--- src/hw/rtl/ewh_queue.sv ---
// ----------------------------------------------------------------------------
// ewh_queue
// Small first-in first-out queue between the front and back parts.
// ----------------------------------------------------------------------------
`default_nettype none

module ewh_queue #(
    parameter int WIDTH = 8,
    parameter int DEPTH = 2
) (
    input  wire logic             aclk,
    input  wire logic             aresetn,
    input  wire logic             in_valid,
    output logic                  in_ready,
    input  wire logic [WIDTH-1:0] in_data,
    output logic                  out_valid,
    input  wire logic             out_ready,
    output logic      [WIDTH-1:0] out_data
);

    localparam int PTR_W  = (DEPTH > 1) ? $clog2(DEPTH) : 1;
    localparam int FILL_W = $clog2(DEPTH + 1);

    logic [WIDTH-1:0]  entry_reg [DEPTH];
    logic [PTR_W-1:0]  wr_ptr_reg, wr_ptr_next;
    logic [PTR_W-1:0]  rd_ptr_reg, rd_ptr_next;
    logic [FILL_W-1:0] fill_reg, fill_next;
    logic              push, pop;

    assign in_ready  = (fill_reg != FILL_W'(DEPTH));
    assign out_valid = (fill_reg != '0);
    assign out_data  = entry_reg[rd_ptr_reg];
    assign push      = in_valid && in_ready;
    assign pop       = out_valid && out_ready;

    always_comb begin
        wr_ptr_next = wr_ptr_reg;
        rd_ptr_next = rd_ptr_reg;
        fill_next   = fill_reg;
        if (push) begin
            wr_ptr_next = (wr_ptr_reg == PTR_W'(DEPTH - 1)) ? '0 : wr_ptr_reg + PTR_W'(1);
        end
        if (pop) begin
            rd_ptr_next = (rd_ptr_reg == PTR_W'(DEPTH - 1)) ? '0 : rd_ptr_reg + PTR_W'(1);
        end
        if (push && !pop) begin
            fill_next = fill_reg + FILL_W'(1);
        end else if (pop && !push) begin
            fill_next = fill_reg - FILL_W'(1);
        end
    end

    always_ff @(posedge aclk) begin
        if (!aresetn) begin
            wr_ptr_reg <= '0;
            rd_ptr_reg <= '0;
            fill_reg   <= '0;
        end else begin
            wr_ptr_reg <= wr_ptr_next;
            rd_ptr_reg <= rd_ptr_next;
            fill_reg   <= fill_next;
        end
    end

    always_ff @(posedge aclk) begin
        if (push) begin
            entry_reg[wr_ptr_reg] <= in_data;
        end
    end

endmodule

`default_nettype wire

--- config.mk ---
export PLATFORM = sky130hd
export DESIGN_NAME = ewh_queue
export DESIGN_NICKNAME = d
export VERILOG_FILES = /design/src/hw/rtl/ewh_queue.sv
export SDC_FILE = /design/constraint.sdc
export NUM_CORES = 1
export LEC_CHECK = 0
export ABC_AREA = 1
export BUFFER_PORTS_ARGS = -buffer_cell sky130_fd_sc_hd__buf_4
export CAP_MARGIN = 5
export CORE_AREA = 2 2 43 45
export DETAILED_ROUTE_END_ITERATION = 6
export DIE_AREA = 0 0 45 47
export PLACE_DENSITY = 0.78
export SLEW_MARGIN = 5
export SYNTH_ARGS = -nofsm -noshare
export SYNTH_HDL_FRONTEND = slang
export SYNTH_SLANG_ARGS = --single-unit
--- constraint.sdc ---
create_clock -name aclk -period 2.28 [get_ports aclk]
set_input_delay 0.456 -clock aclk [delete_from_list [all_inputs] [get_ports aclk]]
set_output_delay 0.456 -clock aclk [all_outputs]
set_load 0.02 [all_outputs]
==> run metrics, run 1 <==
status completed; setup TNS 0 ps; syn avg cell area 13.48 um^2; Slew @ Worst Pin 711.1 ps; fin crit period 1830 ps; post-DP HPWL 928.2 um; CP Data Required Time 1820 ps; critical path capture point type output port; layout cells sized above 1 0.4535; FF-to-FF End entry_reg[0][5]; Initial Utilization 0.5061; worst vdd ir 617.4 uV; Routed Antenna Nets 0; clk root buf clkbuf_4; Post-CTS Resized 0; Register-to-Register Setup Slack 750 ps; WHS Path Cells 1; FMAX 546.5 MHz; cts hold-fix bufs 0; htree depth 1; Cells after Synth 62; CP arrival 1370 ps; min-delay src in_data[3]; IO Pins 22; pin count of the biggest net entering global routing 13; P_leak 0.0004315 uW; Layout fillers 150; first-pass GRT wire length 1.745 mm; Final Net Count 100; fin area 0.001037 mm^2; Inst Count DP 99; hold violation count in the final report 0; core area 0.001652 mm^2; final number of setup-violating endpoints 0; Site Rows 15; sequential fraction of the synthesis area 0.6946; post-synth cell types 18; Die Y-Extent 47 um; crit share post-route 0.8026; crit path cell chain mux2_2 > buf_4; max_cap viols 0; CP peak stage delay 540 ps; iteration-0 DRC count of the detailed router 5; Max Slew Vio Count 0; initial antenna violation count 0; aggregate global-route resource usage 0.1219; synth top area cells edfxtp_1, dfxtp_1, mux2_2, nor2_1, inv_1; fin cells 103; register bit total from synthesis 21; Slew headroom 0.5242; n_diodes 0; Overflow after GRT 0; top cell type's share of synthesized area 0.5749; Synthesized Nets 75; hold endpoint entry_reg[0][3]; Sink Count 21; R2R Path Start fill_reg[0]; chip width 45 um; Clock transition at path regs 110 ps; CTS Buf Count 3; vias in the first global route 466; via/cell ratio 4.913; commonest non-fill, non-tap cells in the layout buf_4, edfxtp_1, mux2_2, nor2_1; wire length per cell 11.95 um; CP Class flip-flop to output port; routability cong. 0.6221; Min Hold Slack 339.5 ps; Crit-path slowest cell dfxtp_1; CP max FO 8; post-CTS setup buffer count 0; final core occ 0.6280; Cell Area, Synth 835.8 um^2; Via Count 506; skew final 2.802 ps; Placed Area 0.001010 mm^2; Routed WL 1.231 mm; leading cell type in the layout, fill and taps excluded buf_4; die area 0.002115 mm^2; cell taking the most area after synthesis edfxtp_1; Worst Reg2Reg Path Length in Cells 4; Ys Warns 0; clock latency at the later pin of the worst-skew pair 290 ps; DRC violations left 0; number of flip-flops in the largest register 16; DRT Pass-1 Iters 4; unrepaired setup endpoints after global routing false; CTS tree done; area delta synth->final 24.10%; Worst setup SP type flip-flop; HP Class primary input to flip-flop; maximum clock path buffer count 2; number of port buffers 21; Cell Pwr Density 1074 mW/mm^2
## where the power goes
group | leakage [uW] | internal [uW] | switching (uW) | total, uW
Sequential | 0.000191 | 489 | 47.9 | 537
Clock | 0.0000177 | 65.2 | 105 | 170
Combinational | 0.000223 | 183 | 224 | 407
## cell type report
type | instances | area [um^2] | share of cell area
sequential | 21 | 580.6 | 0.5597
tap | 17 | 21.27 | 0.02051
clock inverter | 1 | 5.005 | 0.004825
multi-input combinational | 32 | 219.0 | 0.2111
inverter | 8 | 31.28 | 0.03016
clock buffer | 3 | 22.52 | 0.02171
timing repair buffer | 21 | 157.7 | 0.1520
## through the flow
stage	power (uW)	setup WS (ps)
2_1_floorplan	818.1	932.6
3_3_place_gp	946.7	767.5
3_5_place_dp	958.8	747.9
4_1_cts	1127	427.5
5_1_grt	1178	378.4
6_report	1114	450.1
## cells in the mapped netlist (all sizes together)
cell and count:
mux2 8, clkinv 1, nor2 8, o21ai 2, buf 1, edfxtp 16, nand4 1, a21oi 1
ha 1, o21a 1, nand2 9, dfxtp 5, inv 7, nand3 1
## worst max-delay path: cells and delay by family (launching register included)
family                 cells  cell delay (ps)
multiplexers               1              390
buffers and inverters      1              160
flip-flops                 1              540
## how the worst max path moves through the flow
stage                           start              end  cells after the start  slack, ps
after CTS                   flip-flop      out_data[4]                      2        430
after global routing        flip-flop      out_data[4]                      2        380
after detailed placement     in_valid  entry_reg[1][5]                      3        750
after global placement      flip-flop      out_data[4]                      2        770
after floorplan           fill_reg[0]  entry_reg[1][0]                      4        930
final                       flip-flop      out_data[4]                      2        450
## cells by family after synthesis
kind of cell / share of synthesized area
and+or+nand+nor: 0.1108
muxes: 0.1078
adders and majority gates: 0.01497
DFF: 0.6946
buffers and inverters: 0.04340
AOI/OAI and AO/OA: 0.02843
## metal layers
| metal | GRT usage | up-vias | part of all wire |
|---|---|---|---|
| met1 | 0.1393 | 230 | 0.45 |
| met3 | 0.03077 | 2 | 0.066 |
| met4 | 0.08824 | 0 | 0.0097 |
| met2 | 0.2000 | 14 | 0.47 |
| met5 | 0 | - | 0 |
| li1 | - | 260 | - |
(Power assumes the default switching activity.)
==> run 2: changes to the inputs <==
--- a/config.mk
+++ b/config.mk
@@ -5,13 +5,13 @@
 export SDC_FILE = /design/constraint.sdc
 export NUM_CORES = 1
 export LEC_CHECK = 0
-export ABC_AREA = 1
+export ABC_AREA = 0
 export BUFFER_PORTS_ARGS = -buffer_cell sky130_fd_sc_hd__buf_4
 export CAP_MARGIN = 5
-export CORE_AREA = 2 2 43 45
+export CORE_AREA = 2 2 44 46
 export DETAILED_ROUTE_END_ITERATION = 6
-export DIE_AREA = 0 0 45 47
-export PLACE_DENSITY = 0.78
+export DIE_AREA = 0 0 46 48
+export PLACE_DENSITY = 0.73
 export SLEW_MARGIN = 5
 export SYNTH_ARGS = -nofsm -noshare
 export SYNTH_HDL_FRONTEND = slang
==> constraint.sdc (replaced) <==
create_clock -name aclk -period 1.9 [get_ports aclk]
set_input_delay 0.38 -clock aclk [delete_from_list [all_inputs] [get_ports aclk]]
set_output_delay 0.38 -clock aclk [all_outputs]
set_load 0.02 [all_outputs]
==> run metrics, run 2 <==
core area 0.001689 mm^2; clk root buf clkbuf_4; worst vdd ir 784.3 uV; Placed Area 983.4 um^2; sequential fraction of the synthesis area 0.7172; syn avg cell area 16.19 um^2; Clock transition at path regs 110 ps; vias in the first global route 407; DRC violations left 0; leading cell type in the layout, fill and taps excluded buf_4; die area 0.002208 mm^2; P_leak 0.0004086 uW; maximum clock path buffer count 2; FF-to-FF End fill_reg[1]; layout cells sized above 1 0.4865; via/cell ratio 5.011; crit share post-route 0.9328; Die Y-Extent 48 um; fin area 0.001011 mm^2; max_cap viols 0; final number of setup-violating endpoints 0; Tot Pwr 1313 uW; post-DP HPWL 878.6 um; number of flip-flops in the largest register 16; CP peak stage delay 560 ps; top cell type's share of synthesized area 0.5935; commonest non-fill, non-tap cells in the layout buf_4, edfxtp_1, mux2_2; Setup WS post-layout 127.8 ps; Register-to-Register Setup Slack 330 ps; Primary FF master, synth edfxtp_1; Slew headroom 0.7427; Crit-path slowest cell dfxtp_1; unrepaired setup endpoints after global routing false; Cell Pwr Density 1299 mW/mm^2; Initial Utilization 0.4793; Combinational Power Share 0.358; Max Slew Vio Count 0; Net Sw Frac 0.3148; post-place setup slack 347.3 ps; CTS Buf Count 3; internal power 900.0 uW; status completed; Post-CTS Resized 0; critical path capture point type output port; register bit total from synthesis 21; CP Class flip-flop to output port; Flop pwr share 0.491; pin count of the biggest net entering global routing 13; Routed WL 1.197 mm; IO Pins 22; Cell Area, Synth 809.5 um^2; Sink Count 21; cell taking the most area after synthesis edfxtp_1; Overflow after GRT 0; fin crit period 1772 ps; Synthesized Nets 63; top cells by count, synth edfxtp_1, mux2_2, dfxtp_1, nor2_1, xor2_1; Layout fillers 151; routability cong. 0.6413; cts hold-fix bufs 0; Sw Pwr 413.4 uW; met3 usage 0.03396; hold violation count in the final report 0; chip width 46 um; first-pass GRT wire length 1.766 mm; Setup crit end out_data[1]; Ys Warns 0; post-CTS setup buffer count 0; FMAX 564.3 MHz; Worst Reg2Reg Path Length in Cells 5; aggregate global-route resource usage 0.1213; crit path cell chain mux2_2 > buf_4; Post-synth EDFFs 16; setup TNS 0 ps; R2R Path Start fill_reg[0]; number of port buffers 21; wire length per cell 13.15 um; Via Count 456; Final Net Count 88; post-synth cell types 17; GRT met1 Usage 0.1453; Worst setup SP type flip-flop; CTS tree done; CP arrival 1390 ps; clock power share 0.151; iteration-0 DRC count of the detailed router 10; area delta synth->final 24.88%; CP max FO 8; Slew @ Worst Pin 386.0 ps; clock latency at the later pin of the worst-skew pair 290 ps; CP Data Required Time 1520 ps; GR peak layer met2; skew final 8.995 ps; DRT Pass-1 Iters 3; Routed Antenna Nets 0; initial antenna violation count 0; htree depth 1; n_diodes 0; Post-synth ARST share 0; Site Rows 15; GR Util met2 0.1972; HP Class primary input to flip-flop; Cells after Synth 50; most common cell in the netlist edfxtp_1; synth top area cells edfxtp_1, dfxtp_1, mux2_2, xor2_1, nand2b_4
==> run 2: cell count changes after synthesis, sizes merged, moves of 3 or more <==
| cell | before | now |
|---|---|---|
| inv | 7 | 2 |
| nand2 | 9 | 0 |
| nor2 | 8 | 3 |
| xor2 | 0 | 3 |
==> run 2: cell families after synthesis <==
family / Yosys count / synth area share
xor gates and xnor gates: 3 / 0.03246
and+or+nand+nor: 9 / 0.07112
DFF: 21 / 0.7172
buffers and inverters: 3 / 0.01545
AOI/OAI and AO/OA: 5 / 0.03710
muxes: 8 / 0.1113
adders and majority gates: 1 / 0.01545
==> run 2: worst min-delay path by stage <==
| stage | from | end | slack, ps | cells after the start |
|---|---|---|---|---|
| after global routing | in_data[5] | entry_reg[0][5] | 250 | 1 |
| after global placement | rd_ptr_reg | rd_ptr_reg | 490 | 2 |
| after detailed placement | rd_ptr_reg | flip-flop | 490 | 2 |
| final | in_data[5] | entry_reg[0][5] | 260 | 1 |
| after floorplan | rd_ptr_reg | flip-flop | 470 | 2 |
| after CTS | in_data[5] | entry_reg[1][5] | 260 | 1 |
==> run 2: per-layer routing <==
| metal | up-vias | share of wire |
|---|---|---|
| met1 | 210 | 0.47 |
| met4 | 0 | 0.010 |
| met3 | 2 | 0.045 |
| met5 | - | 0 |
| li1 | 228 | - |
| met2 | 16 | 0.48 |
==> run 2: critical path: cells and delay by family (launching register included) <==
kind,cells,cell delay [ps]
DFF,1,560
buffers and inverters,1,160
muxes,1,380
==> run 2: through the flow <==
step             util  hold WS (ps)  instances
5_1_grt        0.5985         251.5         91
2_1_floorplan       -         472.5         50
3_5_place_dp   0.5822         488.7         87
3_3_place_gp   0.5822         490.4         87
4_1_cts        0.5985         260.2         91
6_report       0.5985         263.9         91
==> run 2: cell type report <==
cell class | instances | area [um^2] | area share
Multi-Input combinational cell | 26 | 216.5 | 0.2141
Inverter | 2 | 7.507 | 0.007426
Clock inverter | 1 | 5.005 | 0.004950
Sequential cell | 21 | 580.6 | 0.5743
Timing Repair Buffer | 21 | 157.7 | 0.1559
Tap cell | 17 | 21.27 | 0.02104
Clock buffer | 3 | 22.52 | 0.02228
==> run 2: power groups by stage <==
stage                     Clock [uW]  Combinational [uW]  Sequential [uW]
after floorplan                    0                 338              624
after global placement             0                 467              652
after detailed placement           0                 473              657
after CTS                        205                 477              647
after global routing             222                 509              657
final                            199                 470              645
==> run 3: changes to the inputs <==
--- a/config.mk
+++ b/config.mk
@@ -6,12 +6,12 @@
 export NUM_CORES = 1
 export LEC_CHECK = 0
 export ABC_AREA = 0
-export BUFFER_PORTS_ARGS = -buffer_cell sky130_fd_sc_hd__buf_4
 export CAP_MARGIN = 5
-export CORE_AREA = 2 2 44 46
+export CORE_AREA = 2 2 41 43
 export DETAILED_ROUTE_END_ITERATION = 6
-export DIE_AREA = 0 0 46 48
-export PLACE_DENSITY = 0.73
+export DIE_AREA = 0 0 43 45
+export DONT_BUFFER_PORTS = 1
+export PLACE_DENSITY = 0.7
 export SLEW_MARGIN = 5
 export SYNTH_ARGS = -nofsm -noshare
 export SYNTH_HDL_FRONTEND = slang
==> run metrics, run 3 (same netlist as run 2, synthesis figures left out) <==
status completed; Inst Count DP 65; core area 0.001471 mm^2; clock power share 0.163; IO Pins 22; Sink Count 21; chip width 43 um; GR Util met2 0.2152; max_cap viols 0; CP arrival 1880 ps; via/cell ratio 5.652; Cell Pwr Density 1403 mW/mm^2; Routed Antenna Nets 0; DRT Pass-1 Iters 1; Max Slew Vio Count 0; Die Y-Extent 45 um; first-pass GRT wire length 1.621 mm; worst vdd ir 742.4 uV; CP Data Required Time 2130 ps; CP Class flip-flop to flip-flop; number of port buffers 0; Routed WL 1.053 mm; leading cell type in the layout, fill and taps excluded edfxtp_1; routability cong. 0.6930; Post-CTS Resized 0; vias in the first global route 408; min-delay src in_data[6]; cts hold-fix bufs 0; Setup crit start fill_reg[0]; post-CTS setup buffer count 0; clk root buf clkbuf_4; HP Class primary input to flip-flop; critical path capture point type flip-flop; FMAX 604.7 MHz; DRC violations left 0; hold violation count in the final report 0; setup TNS 0 ps; n_diodes 0; commonest non-fill, non-tap cells in the layout edfxtp_1, mux2_2, dfxtp_1; final core occ 0.5782; internal power 804.7 uW; Net Sw Frac 0.3259; Tot Pwr 1194 uW; fin crit period 1654 ps; fin cells 69; post-DP HPWL 798.8 um; area delta synth->final 5.101%; initial antenna violation count 0; unrepaired setup endpoints after global routing false; wire length per cell 15.26 um; die area 0.001935 mm^2; clock latency at the later pin of the worst-skew pair 280 ps; P_leak 0.0003053 uW; R2R Path Start fill_reg[0]; CTS tree done; Flop pwr share 0.540; Site Rows 14; number of flip-flops in the largest register 16; Worst setup SP type flip-flop; Combinational Power Share 0.297; layout cells sized above 1 0.2642; htree depth 1; GRT met1 Usage 0.1172; Slew @ Worst Pin 355.3 ps; Final Net Count 67; GR peak layer met2; met3 usage 0.04400; Sw Pwr 389.1 uW; aggregate global-route resource usage 0.1168; Min Hold Slack 182.5 ps; Slew headroom 0.7631; skew final 0.7718 ps; Overflow after GRT 0; Clock transition at path regs 100 ps; CTS Buf Count 3; crit share post-route 0.8704; Via Count 390; Layout fillers 123; CP max FO 5; maximum clock path buffer count 2; final number of setup-violating endpoints 0; pin count of the biggest net entering global routing 12; Initial Utilization 0.5502; iteration-0 DRC count of the detailed router 0
-- run 3: path summary, 6_finish.rpt --
check,end,slack (ps),depth (start not counted)
max,fill_reg[1],250,5
min,entry_reg[1][6],180,0
max reg2reg,fill_reg[1],250,5
min reg2reg,flip-flop,550,2
-- run 3: power groups by stage --
stage / registers (uW) / logic, uW / clock network, uW
detailed placement: 656 / 356 / 0
CTS: 647 / 361 / 205
finish: 644 / 355 / 195
global placement: 649 / 340 / 0
global route: 660 / 388 / 225
floorplan: 624 / 338 / 0
-- run 3: area by class of cell --
cell class	instances	area, um^2	share of cell area
sequential	21	580.6	0.6824
tap	16	20.02	0.02353
multi-input combinational	26	216.5	0.2544
inverter	2	7.507	0.008824
clock buffer	4	26.28	0.03088
-- run 3: metrics by stage --
stage	setup WS (ps)	instance area, um^2
after CTS	226.1	850.8
after global placement	350.5	824.5
after detailed placement	275.6	824.5
after floorplan	376.0	809.5
after global routing	159.8	850.8
final	246.2	850.8
-- run 3: routing by layer --
layer	routed length, um	up-vias	share of wire
met5	0	-	0
met4	0	0	0
met3	73	0	0.069
met2	572	12	0.54
met1	407	190	0.39
li1	-	188	-
-- run 3: critical path, stage by stage, from the launching register on --
cell and delay, ps:
dfxtp_1 370, nand2b_4 200, and2_1 170, ha_1 310
or3_1 390, a21oi_1 140
