**src/hw/rtl/ewh_pkg.sv**
```systemverilog
// ----------------------------------------------------------------------------
// ewh_pkg
// Shared types and constants for the equal-width histogram engine.
// ----------------------------------------------------------------------------
`default_nettype none

package ewh_pkg;

    // fixed field widths
    localparam int OP_W        = 2;
    localparam int VALUE_W     = 11;
    localparam int INDEX_W     = 7;
    localparam int OUT_COUNT_W = 32;

    // defaults for the top-level parameters
    localparam int NUM_BINS_DEF    = 128;
    localparam int COUNT_WIDTH_DEF = 32;
    localparam int QUEUE_DEPTH     = 2;

    localparam logic [VALUE_W-1:0] BIN_WIDTH_RESET = 11'd10;

    // operation codes on the input channel
    localparam logic [OP_W-1:0] OP_ADD   = 2'd0;
    localparam logic [OP_W-1:0] OP_READ  = 2'd1;
    localparam logic [OP_W-1:0] OP_CLEAR = 2'd2;

    // command kinds passed from front to back
    typedef enum logic [1:0] {
        CMD_NONE  = 2'd0,
        CMD_ADD   = 2'd1,
        CMD_READ  = 2'd2,
        CMD_CLEAR = 2'd3
    } cmd_kind_t;

    typedef struct packed {
        cmd_kind_t            kind;
        logic [INDEX_W-1:0]   echo_index;
    } cmd_t;

endpackage

`default_nettype wire

```
**src/hw/rtl/ewh_front.sv**
```systemverilog
// ----------------------------------------------------------------------------
// ewh_front
// Accepts input transactions, holds the bin width register and works out the
// target bin with a bit-serial divider, then hands a command to the queue.
// ----------------------------------------------------------------------------
`default_nettype none

module ewh_front #(
    parameter int NUM_BINS = ewh_pkg::NUM_BINS_DEF,
    parameter int BIN_W    = $clog2(ewh_pkg::NUM_BINS_DEF)
) (
    input  wire logic                              aclk,
    input  wire logic                              aresetn,
    input  wire logic                              s_valid,
    output logic                                   s_ready,
    input  wire logic [ewh_pkg::OP_W-1:0]          s_op,
    input  wire logic [ewh_pkg::VALUE_W-1:0]       s_sample_value,
    input  wire logic [ewh_pkg::INDEX_W-1:0]       s_read_bin,
    input  wire logic                              cfg_wr_en,
    input  wire logic [ewh_pkg::VALUE_W-1:0]       cfg_wr_data,
    input  wire logic                              init_busy,
    output logic                                   cmd_valid,
    input  wire logic                              cmd_ready,
    output ewh_pkg::cmd_t                          cmd,
    output logic      [BIN_W-1:0]                  cmd_addr
);

    localparam int VW     = ewh_pkg::VALUE_W;
    localparam int STEP_W = $clog2(VW);
    localparam logic [VW-1:0] LAST_BIN = VW'(NUM_BINS - 1);

    typedef enum logic [2:0] {
        F_IDLE = 3'b001,
        F_DIV  = 3'b010,
        F_PUSH = 3'b100
    } front_state_t;

    front_state_t          state_reg, state_next;
    logic [VW-1:0]         bin_width_reg;
    logic [VW-1:0]         dvd_reg;
    logic [VW-1:0]         rem_reg;
    logic [STEP_W-1:0]     step_reg;
    ewh_pkg::cmd_t         cmd_reg;
    logic [BIN_W-1:0]      addr_reg;

    logic                  s_fire;
    logic                  div_last;
    logic [VW:0]           trial;
    logic                  fits;
    logic [VW-1:0]         rem_next;
    logic [VW-1:0]         quo;
    logic                  sample_zero;
    logic                  width_zero;
    logic                  read_in_range;

    assign s_ready   = (state_reg == F_IDLE) && !init_busy;
    assign s_fire    = s_valid && s_ready;
    assign cmd_valid = (state_reg == F_PUSH);
    assign cmd       = cmd_reg;
    assign cmd_addr  = addr_reg;

    assign sample_zero   = (s_sample_value == '0);
    assign width_zero    = (bin_width_reg == '0);
    assign read_in_range = (32'(s_read_bin) < 32'(NUM_BINS));
    assign div_last      = (step_reg == STEP_W'(VW - 1));

    // one restoring division step: quotient bits shift into the dividend register
    assign trial    = {rem_reg, dvd_reg[VW-1]} - {1'b0, bin_width_reg};
    assign fits     = !trial[VW];
    assign rem_next = fits ? trial[VW-1:0] : {rem_reg[VW-2:0], dvd_reg[VW-1]};
    assign quo      = {dvd_reg[VW-2:0], fits};

    always_comb begin
        state_next = state_reg;
        unique case (state_reg)
            F_IDLE: begin
                if (s_fire) begin
                    if (s_op == ewh_pkg::OP_ADD && !sample_zero && !width_zero) begin
                        state_next = F_DIV;
                    end else begin
                        state_next = F_PUSH;
                    end
                end
            end
            F_DIV: begin
                if (div_last) begin
                    state_next = F_PUSH;
                end
            end
            F_PUSH: begin
                if (cmd_ready) begin
                    state_next = F_IDLE;
                end
            end
            default: state_next = F_IDLE;
        endcase
    end

    always_ff @(posedge aclk) begin
        if (!aresetn) begin
            state_reg     <= F_IDLE;
            bin_width_reg <= ewh_pkg::BIN_WIDTH_RESET;
        end else begin
            state_reg <= state_next;
            if (cfg_wr_en) begin
                bin_width_reg <= cfg_wr_data;
            end
        end
    end

    always_ff @(posedge aclk) begin
        if (state_reg == F_IDLE && s_fire) begin
            cmd_reg.echo_index <= '0;
            rem_reg            <= '0;
            step_reg           <= '0;
            dvd_reg            <= s_sample_value - VW'(1);
            case (s_op)
                ewh_pkg::OP_ADD: begin
                    if (sample_zero) begin
                        cmd_reg.kind <= ewh_pkg::CMD_NONE;
                    end else begin
                        cmd_reg.kind <= ewh_pkg::CMD_ADD;
                        // zero width puts every sample in the last bin
                        addr_reg     <= BIN_W'(LAST_BIN);
                    end
                end
                ewh_pkg::OP_READ: begin
                    cmd_reg.echo_index <= s_read_bin;
                    if (read_in_range) begin
                        cmd_reg.kind <= ewh_pkg::CMD_READ;
                        addr_reg     <= BIN_W'(s_read_bin);
                    end else begin
                        cmd_reg.kind <= ewh_pkg::CMD_NONE;
                    end
                end
                ewh_pkg::OP_CLEAR: begin
                    cmd_reg.kind <= ewh_pkg::CMD_CLEAR;
                end
                default: begin
                    cmd_reg.kind <= ewh_pkg::CMD_NONE;
                end
            endcase
        end else if (state_reg == F_DIV) begin
            dvd_reg  <= quo;
            rem_reg  <= rem_next;
            step_reg <= step_reg + STEP_W'(1);
            if (div_last) begin
                addr_reg <= (quo > LAST_BIN) ? BIN_W'(LAST_BIN) : BIN_W'(quo);
            end
        end
    end

endmodule

`default_nettype wire

```
**config.mk**
```make
export PLATFORM = sky130hd
export DESIGN_NAME = ewh_front
export DESIGN_NICKNAME = d
export VERILOG_FILES = /design/src/hw/rtl/ewh_pkg.sv /design/src/hw/rtl/ewh_front.sv
export SDC_FILE = /design/constraint.sdc
export NUM_CORES = 1
export LEC_CHECK = 0
export BUFFER_PORTS_ARGS = -buffer_cell sky130_fd_sc_hd__buf_2
export CAP_MARGIN = 20
export CORE_ASPECT_RATIO = 0.5
export CORE_MARGIN = 3
export CORE_UTILIZATION = 56
export DETAILED_ROUTE_END_ITERATION = 12
export PLACE_DENSITY = 0.89
export SLEW_MARGIN = 20
export SYNTH_ARGS = -nofsm -noshare
export SYNTH_HDL_FRONTEND = slang
export SYNTH_SLANG_ARGS = --single-unit
```
**constraint.sdc**
```tcl
create_clock -name aclk -period 2.4 [get_ports aclk]
set_input_delay 0.24 -clock aclk [delete_from_list [all_inputs] [get_ports aclk]]
set_output_delay 0.24 -clock aclk [all_outputs]
set_load 0.03 [all_outputs]
```
==> reports/metrics.yaml, run 1 <==
run_status:
  outcome: "finished, final reports clean"
final_layout:
  most-common-layout-cells: "buf_2, nand2_1, inv_1, dfxtp_1, edfxtp_1"
  fin_nets: 446
  flow.area_growth_from_synthesis_pct: 16.5
  multiInputGateArea_sq_um: 1580
  mostFrequentLayoutCell: "buf_2"
  layout.area.seq_sq_um: 1390
  drive_gt1_share_pct: 22.4
  post-route-util_pct: 70.6
  finalInstanceArea_sq_um: 3640
  filler_cell_count_in_the_final_layout: 391
  antenna_cells_inserted: 0
floorplanning:
  initial_util_pct: 60.6
  core_area_sq_um: 5160
  dieHeight_microns: 58.8
  io_pins: 55
  num_rows: 18
  die_footprint_sq_um: 6570
  floorplan.die.width_microns: 112
timing:
  holdWs_ns: 0.140
  timing_hold_violations_final: 0
  final_setup_violation_count: 0
  finClkSkew_ns: 0.00950
  maxSlewHeadroom_pct: 54.2
  period_minus_slack_ns: 2.30
  timing.final.max_slew_violations: 0
  layout_worst_path_cycle_share_pct: 95.6
  tightestPinTransition_ns: 0.682
  clock.fmax_mhz: 436
  rsz_0062_raised_after_global_routing: "true"
min_path:
  min-delay-start: "cfg_wr_data[3]"
  hold_class: "in2reg"
  worst_hold_path.num_cells: 3
  sink_of_the_worst_hold_path: "bin_width_reg[3]"
yosys:
  synth_cell_types: 51
  synth_sequential_area_ratio_pct: 44.5
  synth.yosys.warnings: 0
  postSynth.asyncResetShare_pct: 0
  yosys_register_bits: 56
  netlist_instances: 331
  mean_instance_size_in_the_synthesized_netlist_sq_um: 9.45
  mappedNetlistArea_sq_um: 3130
  postSynth.topFlopCell: "dfxtp_1"
  postSynthNetCount: 385
  synth_enable_flop_cells: 27
cts:
  cts_root_buffer: "clkbuf_8"
  worst_skew_pair.late_latency_ns: 0.32
  worst_setup_hold_path_clk_slew_ns: 0.10
  cts_hold_buffers: 0
  htree_levels: 2
  cts_tree: "done"
  cts-buffers-inserted: 5
  cts_num_sinks: 56
  clk_path_buf_depth: 2
worst_setup_path:
  crit_slowest_cell: "dfxtp_2"
  path_max_fanout: 8
  timing.reg2reg.worst_path_depth: 9
  crit_path_cell_trace: "inv_1 -> ha_2 -> a21o_1 -> or2_1 -> o21a_4 -> o211ai_4 -> buf_4 -> mux2i_1 -> o21ai_1"
  rr_startpoint: "bin_width_reg[6]"
  worst-endpoint-required_ns: 2.59
  critical_path.max_stage_delay_ns: 0.35
  crit_type: "reg2reg"
  setup.worst_path.start_class: "register"
  ff2ff_setup_slack_ns: 0.10
  critPathTopFamily: "compound AO/OA/AOI/OAI gates"
  worst_setup_path_end_kind: "register"
  cp.arrival_ns: 2.49
  r2r-end: "rem_reg[5]"
  worstPathBufferInverterCount: 2
placement:
  portBuffers: 54
  gp_congestion: 0.907
  detailed_placement_hpwl_microns: 5310
  detailed_place.area_sq_um: 3520
routing:
  wl_microns: 7050
  drc_errors: 0
  dr_wl_met2_microns: 3390
  ant_nets: 0
  wl_met3_microns: 483
  vias_per_instance: 5.68
  wl_met1_microns: 3040
  dr.first_iter.drc_count: 102
  highest_layer: "met4"
  via_count: 2629
  wl_per_cell_microns: 15.2
  drt_pre_antenna_iters: 4
grt:
  groute.usage.overall_pct: 22.1
  grt_overflow: 0
  grt_max_degree: 24
  grt_antenna_before_repair: 0
  grt_first_pass_wirelength_microns: 11700
  number_of_global_route_vias_before_repair: 2689
power_and_ir_drop:
  power.static_leakage_nw: 1.56
  pwr_density_cell_nw_per_um2: 515
  vdd_ir_drop_max_v: 0.000320
job:
  max-cap-violations: 0
## worst min-delay path, cell delays in order
cell      delay, ns
buf_2          0.08
nand2_1        0.04
o211ai_1       0.06
## cell usage after synthesis (2+ instances only)
cell type | n | area [sq um]
a21o_1 | 5 | 37.5
a21oi_1 | 11 | 55.1
a31oi_1 | 9 | 56.3
and2_1 | 9 | 56.3
clkbuf_1 | 12 | 45.0
dfxtp_1 | 29 | 581
edfxtp_1 | 27 | 811
ha_1 | 16 | 200
inv_1 | 27 | 101
mux2_1 | 2 | 22.5
mux2i_1 | 15 | 150
nand2_1 | 30 | 113
nand2b_1 | 8 | 50.1
nand3_1 | 14 | 70.1
nand3b_1 | 2 | 15.0
nor2_1 | 23 | 86.3
nor3_1 | 13 | 65.1
nor3b_1 | 2 | 15.0
nor4_1 | 3 | 18.8
o211ai_1 | 7 | 52.6
o21ai_0 | 14 | 70.1
o21ai_1 | 7 | 35.0
o311ai_1 | 3 | 26.3
xnor2_1 | 8 | 70.1
xor2_1 | 9 | 78.8
## cells by family (layout without fill, tap and decap cells)
group	count (synthesis)	after routing	synth area share [%]
DFF	56	56	44.5
xor gates and xnor gates	17	17	4.76
muxes	18	18	5.88
AOI/OAI and AO/OA	67	67	14.5
buffers and inverters	42	104	5.28
and+or+nand+nor	114	114	18.0
adders and majority gates	17	17	7.04
## where the power goes
part / internal, mW / switching, mW / leakage [nW]
logic: 0.113 / 0.160 / 1.03
registers: 1.04 / 0.0196 / 0.480
clock network: 0.214 / 0.332 / 0.0452
## through the flow
stage	setup TNS (ns)	cells	worst slack (ns)	power, mW
after floorplan	0	331	0.131	1.25
after global placement	0	453	0.157	1.33
after detailed placement	0	453	0.0116	1.35
after CTS	0	461	0.00486	1.87
after global routing	-0.0466	463	-0.0248	1.95
final	0	463	0.104	1.88
## metal layers
| layer | up-vias | track usage, % |
|---|---|---|
| li1 | 1297 | - |
| met2 | 98 | 39.9 |
| met1 | 1217 | 26.2 |
| met4 | 0 | 8.32 |
| met3 | 17 | 5.24 |
| met5 | - | 0 |
## repair_timing
action	4_1_cts	5_1_grt
pin swaps	1	1
setup buffers	0	2
resized for setup	0	6
endpoints found under the setup margin	1	10
hold endpoints to repair	0	0
## area by class of cell
cell class | count | share of cell area, %
Multi-Input combinational cell | 233 | 43.5
Sequential cell | 56 | 38.3
Timing Repair Buffer | 68 | 10.4
Inverter | 28 | 2.89
Tap cell | 70 | 2.40
Clock buffer | 5 | 1.89
Clock inverter | 3 | 0.687
## worst max-delay path by stage
stage,startpoint,to,slack (ns),cells after the start
after global placement,bin_width_reg[6],rem_reg[8],0.16,9
after floorplan,state_reg[2],cmd_addr[1],0.13,5
final,bin_width_reg[6],rem_reg[5],0.10,9
after CTS,bin_width_reg[6],rem_reg[8],0.005,9
after detailed placement,bin_width_reg[6],rem_reg[8],0.01,9
after global routing,bin_width_reg[6],rem_reg[5],-0.02,9
(Power assumes the default switching activity.)
==> inputs of run 2 (changes only) <==
CELL_PAD_IN_SITES_DETAIL_PLACEMENT = 1   (was default)
CELL_PAD_IN_SITES_GLOBAL_PLACEMENT = 2   (was default)
CORE_UTILIZATION = 34   (was 56)
PLACE_DENSITY = 0.88   (was 0.89)
==> reports/metrics.yaml, run 2 (synthesis gave the netlist of run 1 again) <==
grt:
  number_of_global_route_vias_before_repair: 2734  # +1.7%
  grt_overflow: 0  # unchanged
  grt_antenna_before_repair: 0  # unchanged
  groute.usage.overall_pct: 15.6  # -6.5 points
  grt_max_degree: 32  # +33%
  grt_first_pass_wirelength_microns: 13000  # +11%
power_and_ir_drop:
  switching_power_uw: 544  # +6.3%
  vdd_ir_drop_max_v: 0.000277  # -13%
  swShare_pct: 24.8  # -2.5 points
  pwr-share-comb_pct: 12.8  # -1.8 points
  power.clock.fraction_pct: 39.0  # +9.9 points
  cell_internal_pwr_mw: 1.65  # +21%
  p_seq_share_pct: 48.2  # -8.2 points
  pwr_density_cell_nw_per_um2: 580  # +13%
  power.static_leakage_nw: 1.58  # +1.2%
timing:
  holdWs_ns: 0.162  # +0.0219 ns
  period_minus_slack_ns: 2.32  # +0.0218 ns
  tns_ns: 0  # unchanged
  final_setup_violation_count: 0  # unchanged
  layout_worst_path_cycle_share_pct: 96.6  # +0.91 points
  clock.fmax_mhz: 432  # -0.94%
  maxSlewHeadroom_pct: 55.6  # +1.4 points
  finClkSkew_ns: 0.00548  # -0.00402 ns
  timing_hold_violations_final: 0  # unchanged
  timing.final.max_slew_violations: 0  # unchanged
  tightestPinTransition_ns: 0.661  # -0.0209 ns
final_layout:
  drive_gt1_share_pct: 22.1  # -0.34 points
  filler_cell_count_in_the_final_layout: 1039  # +170%
  antenna_cells_inserted: 0  # unchanged
  flow.area_growth_from_synthesis_pct: 20.9
  mostFrequentLayoutCell: "buf_2"
  fin_nets: 443  # -0.67%
  most-common-layout-cells: "buf_2, nand2_1, dfxtp_1, inv_1, edfxtp_1"
  post-route-util_pct: 42.8  # -28 points
cts:
  htree_levels: 2  # unchanged
  clk_path_buf_depth: 2  # unchanged
  cts_tree: "done"
  cts_root_buffer: "clkbuf_16"
  worst_setup_hold_path_clk_slew_ns: 0.08  # -0.02 ns
  worst_skew_pair.late_latency_ns: 0.30  # -0.02 ns
  cts-buffers-inserted: 5  # unchanged
  cts_hold_buffers: 0  # unchanged
  cts_num_sinks: 56  # unchanged
routing:
  drc_errors: 0  # unchanged
  drt_pre_antenna_iters: 4  # unchanged
  vias_per_instance: 5.13  # -9.7%
  wl_per_cell_microns: 16.2  # +6.7%
  ant_nets: 0  # unchanged
  wl_microns: 8240  # +17%
  via_count: 2599  # -1.1%
  dr.first_iter.drc_count: 79  # -23%
min_path:
  hold_class: "in2reg"
  min-delay-start: "cfg_wr_data[1]"
  sink_of_the_worst_hold_path: "bin_width_reg[1]"
  worst_hold_path.num_cells: 3  # unchanged
worst_setup_path:
  cp.arrival_ns: 2.55  # +0.06 ns
  crit_type: "reg2reg"
  worst-endpoint-required_ns: 2.63  # +0.04 ns
  setup.worst_path.start_class: "register"
  timing.reg2reg.worst_path_depth: 9  # unchanged
  path_max_fanout: 5  # -3
  rr_startpoint: "bin_width_reg[2]"
  r2r-end: "rem_reg[0]"
  worst_setup_path_end_kind: "register"
  ff2ff_setup_slack_ns: 0.08  # -0.02 ns
floorplanning:
  core_area_sq_um: 8830  # +71%
  initial_util_pct: 35.4  # -25 points
  io_pins: 55  # unchanged
  floorplan.die.width_microns: 142  # +27%
  num_rows: 24  # +6
  die_footprint_sq_um: 10500  # +59%
  dieHeight_microns: 73.8  # +25%
placement:
  portBuffers: 54  # unchanged
  detailed_placement_hpwl_microns: 6230  # +17%
  gp_congestion: 0.807  # -11%
job:
  max-cap-violations: 0  # unchanged
run_status:
  outcome: "finished, final reports clean"
run 2: cell types whose count changed in the layout (fill, tap and decap cells not counted), sizes merged:
cell,delta
bufinv,+1
inv,-1
clkbuf,+1
buf,-3
clkinvlp,-1
run 2: routing by layer:
| layer | GRT usage [%] | wire, microns | up-vias |
|---|---|---|---|
| met2 | 27.7 | 4090 | 32 |
| met3 | 3.06 | 312 | 9 |
| li1 | - | - | 1287 |
| met5 | 0 | 0 | - |
| met1 | 19.7 | 3730 | 1271 |
| met4 | 3.83 | 108 | 0 |
run 2: how the worst max path moves through the flow:
| stage | from | endpoint | slack, ns | cells after the start |
|---|---|---|---|---|
| 6_report | bin_width_reg[2] | rem_reg[0] | 0.08 | 9 |
| 5_1_grt | bin_width_reg[2] | rem_reg[0] | -0.05 | 9 |
| 4_1_cts | bin_width_reg[6] | rem_reg[7] | 0.06 | 9 |
| 3_5_place_dp | bin_width_reg[4] | rem_reg[7] | -0.01 | 9 |
| 3_3_place_gp | bin_width_reg[6] | rem_reg[8] | 0.13 | 9 |
| 2_1_floorplan | state_reg[2] | cmd_addr[1] | 0.13 | 5 |
run 2: power by group through the flow:
stage                     combinational, mW  clock, mW  sequential, mW
after CTS                             0.278      0.870            1.06
after global routing                  0.312      0.908            1.06
after detailed placement              0.275          0            1.08
after floorplan                       0.162          0            1.09
final                                 0.280      0.856            1.06
after global placement                0.263          0            1.08
run 2: through the flow:
stage / total power, mW / cell area, sq um / worst slack, ns / std cells
CTS: 2.20 / 3740 / 0.0562 / 507
detailed placement: 1.35 / 3560 / -0.0122 / 497
global placement: 1.34 / 3560 / 0.133 / 497
finish: 2.19 / 3780 / 0.0827 / 507
global route: 2.28 / 3780 / -0.0506 / 507
floorplan: 1.25 / 3130 / 0.131 / 331
run 2: worst max-delay path, cell delays in order (launching register included):
cell      delay, ns
dfxtp_1        0.38
inv_1          0.06
ha_1           0.36
o211ai_1       0.25
a21oi_2        0.09
o21a_4         0.24
o211ai_4       0.28
buf_4          0.16
mux2_1         0.30
o21ai_1        0.12
run 2: cell type report:
cell class,count,area [sq um],area share [%]
flip-flops and latches,56,1390,36.8
clock buffers,6,129,3.41
inverters,28,105,2.78
clock inverters,2,38.8,1.03
multi-input cells,233,1610,42.7
well taps,117,146,3.87
repair buffers,65,357,9.43
run 2: repair_timing:
action	in CTS	in global routing
gates resized for setup	0	8
buffers inserted	2	0
endpoints found under the setup margin	1	6
pin swaps	1	1
endpoints found under the hold margin	0	0
